File: src/design/spom_pkg.sv
// ----------------------------------------------------------------------------
// Spiral matrix reader package
// Shared constants, register indexes, operation codes and control types.
// ----------------------------------------------------------------------------
`default_nettype none

package spom_pkg;

  // Configuration register layout.
  localparam int CFG_W     = 7;
  localparam int CFG_IDX_W = 2;

  localparam logic [CFG_IDX_W-1:0] REG_ROW_COUNT    = 2'd0;
  localparam logic [CFG_IDX_W-1:0] REG_COLUMN_COUNT = 2'd1;

  localparam logic [CFG_W-1:0] ROW_COUNT_RESET    = 7'd4;
  localparam logic [CFG_W-1:0] COLUMN_COUNT_RESET = 7'd5;

  // Width of the row and column fields of a result item.
  localparam int IDX_OUT_W = 6;

  // Operation codes of an input item.
  localparam logic OP_STORE = 1'b0;
  localparam logic OP_READ  = 1'b1;

  // Leg of the spiral that is being walked.
  typedef enum logic [3:0] {
    DIR_RIGHT = 4'b0001,
    DIR_DOWN  = 4'b0010,
    DIR_LEFT  = 4'b0100,
    DIR_UP    = 4'b1000
  } dir_t;

  // Commands from the top level to the position walker.
  typedef struct packed {
    logic restart;
    logic wr_step;
    logic rd_step;
  } walk_ctl_t;

endpackage

`default_nettype wire

File: src/design/spom_walker.sv
// ----------------------------------------------------------------------------
// Spiral matrix position walker
// Keeps the row-major write position and the clockwise spiral position.
// ----------------------------------------------------------------------------
`default_nettype none

module spom_walker import spom_pkg::*; #(
  parameter int MAX_ROWS    = 64,
  parameter int MAX_COLUMNS = 64
) (
  input  wire logic       clk,
  input  wire logic       rst_n,
  input  wire walk_ctl_t  ctl,
  input  wire logic [$clog2(MAX_ROWS+1)-1:0]    rows,
  input  wire logic [$clog2(MAX_COLUMNS+1)-1:0] cols,
  output logic [((MAX_ROWS > 1) ? $clog2(MAX_ROWS) : 1)-1:0]       wr_row,
  output logic [((MAX_COLUMNS > 1) ? $clog2(MAX_COLUMNS) : 1)-1:0] wr_col,
  output logic [((MAX_ROWS > 1) ? $clog2(MAX_ROWS) : 1)-1:0]       sp_row,
  output logic [((MAX_COLUMNS > 1) ? $clog2(MAX_COLUMNS) : 1)-1:0] sp_col,
  output logic last
);

  localparam int RW  = (MAX_ROWS > 1) ? $clog2(MAX_ROWS) : 1;
  localparam int CW  = (MAX_COLUMNS > 1) ? $clog2(MAX_COLUMNS) : 1;
  localparam int CNR = $clog2(MAX_ROWS + 1);
  localparam int CNC = $clog2(MAX_COLUMNS + 1);
  localparam int TW  = $clog2(MAX_ROWS * MAX_COLUMNS + 1);

  logic [RW-1:0] wr_row_r, wr_row_nxt;
  logic [CW-1:0] wr_col_r, wr_col_nxt;
  logic [RW-1:0] sp_row_r, sp_row_nxt;
  logic [CW-1:0] sp_col_r, sp_col_nxt;
  dir_t          dir_r, dir_nxt;
  // Bounds are kept as distances from the outer edge so reset needs no counts.
  logic [RW-1:0] top_r, top_nxt;
  logic [RW-1:0] bot_trim_r, bot_trim_nxt;
  logic [CW-1:0] left_r, left_nxt;
  logic [CW-1:0] right_trim_r, right_trim_nxt;
  logic [TW-1:0] emitted_r, emitted_nxt;

  logic [RW-1:0] row_last;
  logic [CW-1:0] col_last;
  logic [RW-1:0] bottom;
  logic [CW-1:0] right;
  logic [TW-1:0] total;

  assign row_last = RW'(rows - CNR'(1));
  assign col_last = CW'(cols - CNC'(1));
  assign bottom   = row_last - bot_trim_r;
  assign right    = col_last - right_trim_r;
  assign total    = TW'(rows) * TW'(cols);
  assign last     = (emitted_r + TW'(1)) == total;

  always_comb begin
    wr_row_nxt     = wr_row_r;
    wr_col_nxt     = wr_col_r;
    sp_row_nxt     = sp_row_r;
    sp_col_nxt     = sp_col_r;
    dir_nxt        = dir_r;
    top_nxt        = top_r;
    bot_trim_nxt   = bot_trim_r;
    left_nxt       = left_r;
    right_trim_nxt = right_trim_r;
    emitted_nxt    = emitted_r;

    if (ctl.wr_step) begin
      if (wr_col_r == col_last) begin
        wr_col_nxt = '0;
        wr_row_nxt = (wr_row_r == row_last) ? '0 : wr_row_r + RW'(1);
      end else begin
        wr_col_nxt = wr_col_r + CW'(1);
      end
    end

    if (ctl.rd_step) begin
      if (last) begin
        sp_row_nxt     = '0;
        sp_col_nxt     = '0;
        dir_nxt        = DIR_RIGHT;
        top_nxt        = '0;
        bot_trim_nxt   = '0;
        left_nxt       = '0;
        right_trim_nxt = '0;
        emitted_nxt    = '0;
      end else begin
        emitted_nxt = emitted_r + TW'(1);
        case (dir_r)
          DIR_RIGHT: begin
            if (sp_col_r < right) begin
              sp_col_nxt = sp_col_r + CW'(1);
            end else begin
              top_nxt    = top_r + RW'(1);
              dir_nxt    = DIR_DOWN;
              sp_row_nxt = sp_row_r + RW'(1);
            end
          end
          DIR_DOWN: begin
            if (sp_row_r < bottom) begin
              sp_row_nxt = sp_row_r + RW'(1);
            end else begin
              right_trim_nxt = right_trim_r + CW'(1);
              dir_nxt        = DIR_LEFT;
              sp_col_nxt     = sp_col_r - CW'(1);
            end
          end
          DIR_LEFT: begin
            if (sp_col_r > left_r) begin
              sp_col_nxt = sp_col_r - CW'(1);
            end else begin
              bot_trim_nxt = bot_trim_r + RW'(1);
              dir_nxt      = DIR_UP;
              sp_row_nxt   = sp_row_r - RW'(1);
            end
          end
          DIR_UP: begin
            if (sp_row_r > top_r) begin
              sp_row_nxt = sp_row_r - RW'(1);
            end else begin
              left_nxt   = left_r + CW'(1);
              dir_nxt    = DIR_RIGHT;
              sp_col_nxt = sp_col_r + CW'(1);
            end
          end
          default: begin
            dir_nxt = DIR_RIGHT;
          end
        endcase
      end
    end
  end

  always_ff @(posedge clk) begin
    if (!rst_n || ctl.restart) begin
      wr_row_r     <= '0;
      wr_col_r     <= '0;
      sp_row_r     <= '0;
      sp_col_r     <= '0;
      dir_r        <= DIR_RIGHT;
      top_r        <= '0;
      bot_trim_r   <= '0;
      left_r       <= '0;
      right_trim_r <= '0;
      emitted_r    <= '0;
    end else begin
      wr_row_r     <= wr_row_nxt;
      wr_col_r     <= wr_col_nxt;
      sp_row_r     <= sp_row_nxt;
      sp_col_r     <= sp_col_nxt;
      dir_r        <= dir_nxt;
      top_r        <= top_nxt;
      bot_trim_r   <= bot_trim_nxt;
      left_r       <= left_nxt;
      right_trim_r <= right_trim_nxt;
      emitted_r    <= emitted_nxt;
    end
  end

  assign wr_row = wr_row_r;
  assign wr_col = wr_col_r;
  assign sp_row = sp_row_r;
  assign sp_col = sp_col_r;

endmodule

`default_nettype wire

File: config.mk
export PLATFORM = sky130hd
export DESIGN_NAME = spom_walker
export DESIGN_NICKNAME = d
export VERILOG_FILES = /design/src/design/spom_pkg.sv /design/src/design/spom_walker.sv
export SDC_FILE = /design/constraint.sdc
export NUM_CORES = 1
export LEC_CHECK = 0
export BUFFER_PORTS_ARGS = -buffer_cell sky130_fd_sc_hd__buf_4
export CAP_MARGIN = 10
export CORE_AREA = 5 5 124 149
export CTS_CLUSTER_DIAMETER = 50
export DETAILED_ROUTE_END_ITERATION = 10
export DIE_AREA = 0 0 129 154
export PLACE_DENSITY = 0.64
export SYNTH_ARGS = -nofsm -noshare
export SYNTH_HDL_FRONTEND = slang
export SYNTH_SLANG_ARGS = --single-unit
File: constraint.sdc
create_clock -name clk -period 7.84 [get_ports clk]
set_clock_uncertainty 0.2 [all_clocks]
set_input_delay 1.176 -clock clk [delete_from_list [all_inputs] [get_ports clk]]
set_output_delay 1.176 -clock clk [all_outputs]
set_load 0.02 [all_outputs]
==> results.cfg <==
[run_status]
outcome = finished, final reports clean

[detailed_routing]
first_iter_violations = 271
drtPass1Iterations = 4
vias = 5590
ant_nets = 0
wl_per_cell_um = 14.4
drt-total-wl_um = 15300
vias_per_cell = 5.27
drc = 0

[power]
p_sw_uw = 416
switching_share = 0.346
peakVddDrop_mv = 0.104
p_int_uw = 787
p_clk_frac = 0.347
p_leak_uw = 0.00314
powerDensity_nw_per_um2 = 163
comb_power_share = 0.375
seqPwrFrac = 0.278

[setup_path]
crit_top_cell = fa_1
start_kind = input port
slowest_delay_ps = 550
cp.arrival_ps = 5580
worst_path_max_delay_cell = fa_1
crit_buf_inv = 4
r2r-start = bot_trim_r[1]
crit_type = input port to output pin
crit_fanout = 10
worstSetupEndpointType = output pin
worst_path_dominant_cell_family = adder cells
path_cells = buf_4 -> nand2_1 -> fa_1 -> fa_1 -> fa_1 -> inv_1 -> fa_1 -> ha_1 -> a21oi_1 -> nor2b_1 -> a21oi_1 -> xnor2_1 -> o21ai_0 -> nor3_2 -> nand4_1 -> inv_1 -> buf_4
cp.required_ps = 6460
crit_start = rows[0]

[yosys]
ys_seq_elements = 65
yosysSeqAreaShare = 0.197
netlist_instances = 818
synth_cell_types = 65
postSynthAreaPerCell_um2 = 8.07
synthFlopType = dfxtp_1
async_reset_ff_frac = 0
synth-warning-count = 0
syn_nets = 943
synth_edf_count = 0
synthesis.area_um2 = 6600

[finish]
finalInstanceArea_um2 = 7360
finalNetCount = 964
area_growth_syn_to_layout_pct = 11.5
n_antenna_cell = 0
final_layout_size_suffix_gt1_frac = 0.0936

[cts]
clk_latency_ps = 340
cts_max_path_buffers = 2
cts-buffers-inserted = 9
cts_tree = yes
cts_max_level = 3
cts_setup_buffers = 0
clkTransAtPathRegs_ps = 50
cts_repair_resize_count = 0
cts_root_buf = clkbuf_16
hold_buffers = 0
cts_sinks = 65

[die]
design.core.area_um2 = 16800
num_io_pins = 44
dieArea_um2 = 19900
rows = 52
die_w_um = 129
start_util = 0.393
die_y_um = 154

[hold_path]
hp-start = left_r[5]
min_path_type = flip-flop to flip-flop

[timing]
setup_tns_ps = 0
fmax_mhz = 144
tightest_slew_ps = 836
slew_headroom = 0.441
finalMaxSlewViolations = 0
fin_crit_sh = 0.887
hold_viol = 0
rsz0062_at_grt = no
fin_crit_ps = 6960
setup_violations = 0

[global_route]
track_usage = 0.158
grt_pass1_wl_um = 26000
grt_overflow_total = 0
antenna_found_initial = 0
first_global_vias = 5474
grt_max_degree = 43

[placement]
placed_cell_area_um2 = 7060
dp_hpwl_um = 11800
gp_congestion = 0.846
numPortBuffers = 43

[run]
max_cap_violations = 0
==> state kept, by name, indices dropped and copies added (netlist names) <==
signal and count:
bot_trim_r 6, dir_r 4, emitted_r 13, left_r 6, right_trim_r 6, sp_col 6, sp_row 6, top_r 6
wr_col 6, wr_row 6
==> per-layer routing <==
metal	part of all wire	routed length [µm]	global-route usage	vias up
met4	0.021	317	0.0560	0
met3	0.038	583	0.0302	19
met1	0.46	7060	0.203	2640
met5	0	0	0	-
met2	0.48	7330	0.263	92
li1	-	-	-	2839
==> per-stage QoR <==
step | hold WS, ps | worst slack, ps | cells | power [µW] | utilization
global placement | 274 | 955 | 1044 | 789 | 0.420
detailed placement | 276 | 892 | 1044 | 790 | 0.420
finish | 280 | 883 | 1060 | 1200 | 0.439
floorplan | 254 | 1220 | 818 | 703 | -
global route | 310 | 595 | 1060 | 1290 | 0.439
CTS | 283 | 835 | 1060 | 1210 | 0.439
==> synthesized netlist by cell type, types with 3 or more instances <==
cell type | count | area share
xnor2_1 | 55 | 0.073
o21ai_0 | 39 | 0.030
nor3_1 | 8 | 0.0061
and3_1 | 16 | 0.015
nand2b_1 | 8 | 0.0076
dfxtp_1 | 65 | 0.20
buf_2 | 3 | 0.0023
o31ai_1 | 9 | 0.010
xor2_1 | 43 | 0.057
o211ai_1 | 6 | 0.0068
nand2_1 | 80 | 0.045
o21a_1 | 7 | 0.0080
nor2_1 | 67 | 0.038
ha_1 | 79 | 0.15
or3_1 | 4 | 0.0038
a21oi_1 | 46 | 0.035
nand4_1 | 19 | 0.018
or4_1 | 4 | 0.0045
nor4_1 | 16 | 0.015
a21o_1 | 11 | 0.013
fa_1 | 27 | 0.082
nor3b_1 | 3 | 0.0034
inv_1 | 70 | 0.040
clkbuf_1 | 29 | 0.016
o21bai_1 | 3 | 0.0034
nand3_1 | 17 | 0.013
mux2i_1 | 4 | 0.0061
and2_1 | 20 | 0.019
and4_1 | 7 | 0.0093
nor2b_1 | 7 | 0.0066
==> power groups by stage <==
stage | registers (µW) | logic [µW] | clock network (µW)
after global placement | 341 | 447 | 0
after CTS | 334 | 454 | 427
final | 334 | 452 | 417
after floorplan | 341 | 362 | 0
after detailed placement | 341 | 449 | 0
after global routing | 334 | 512 | 440
==> worst paths after layout <==
path | slack, ps | cells past startpoint | endpoint
max | 880 | 17 | last
min | 280 | 2 | left_r[5]
max reg2reg | 3530 | 18 | sp_col[5]
min reg2reg | 280 | 2 | left_r[5]
==> cells by family after synthesis <==
logic type / after synthesis / share of synthesized area
compound gates: 139 / 0.130
fa+ha+maj: 106 / 0.232
buf+inv: 106 / 0.0643
mux: 4 / 0.00607
simple gates: 298 / 0.236
flops: 65 / 0.197
xor+xnor: 100 / 0.135
==> cell usage in the layout, fill, tap and decap left out, types with 27 or more instances in the layout <==
cell     count
o21ai_0     39
ha_1        79
buf_4       46
xnor2_1     55
fa_1        27
inv_1       70
nand2_1     80
a21oi_1     46
dfxtp_1     65
nor2_1      67
xor2_1      43
==> worst register-to-register path, cell delays in order (launching register included) <==
cell and delay, ps:
dfxtp_1 460, inv_1 80, ha_1 280, nor2b_1 120, o21ai_0 130, nand2b_1 100, a21o_1 190, a21oi_1 170
xnor2_1 130, ha_1 290, o21ai_0 100, a211oi_1 380, nor4_1 140, o21a_1 230, a2111o_1 550, nand2b_1 220
and3_1 170, o21ai_0 130, o21ai_0 110
==> area by class of cell <==
class                      instances  area, µm²
tap                              216        270
clock buffer                      12        256
sequential                        65       1300
multi-input combinational        647       4880
timing repair buffer              46        345
clock inverter                     4       51.3
inverter                          70        263
fill                            1726       9420
(Power assumes the default switching activity.)
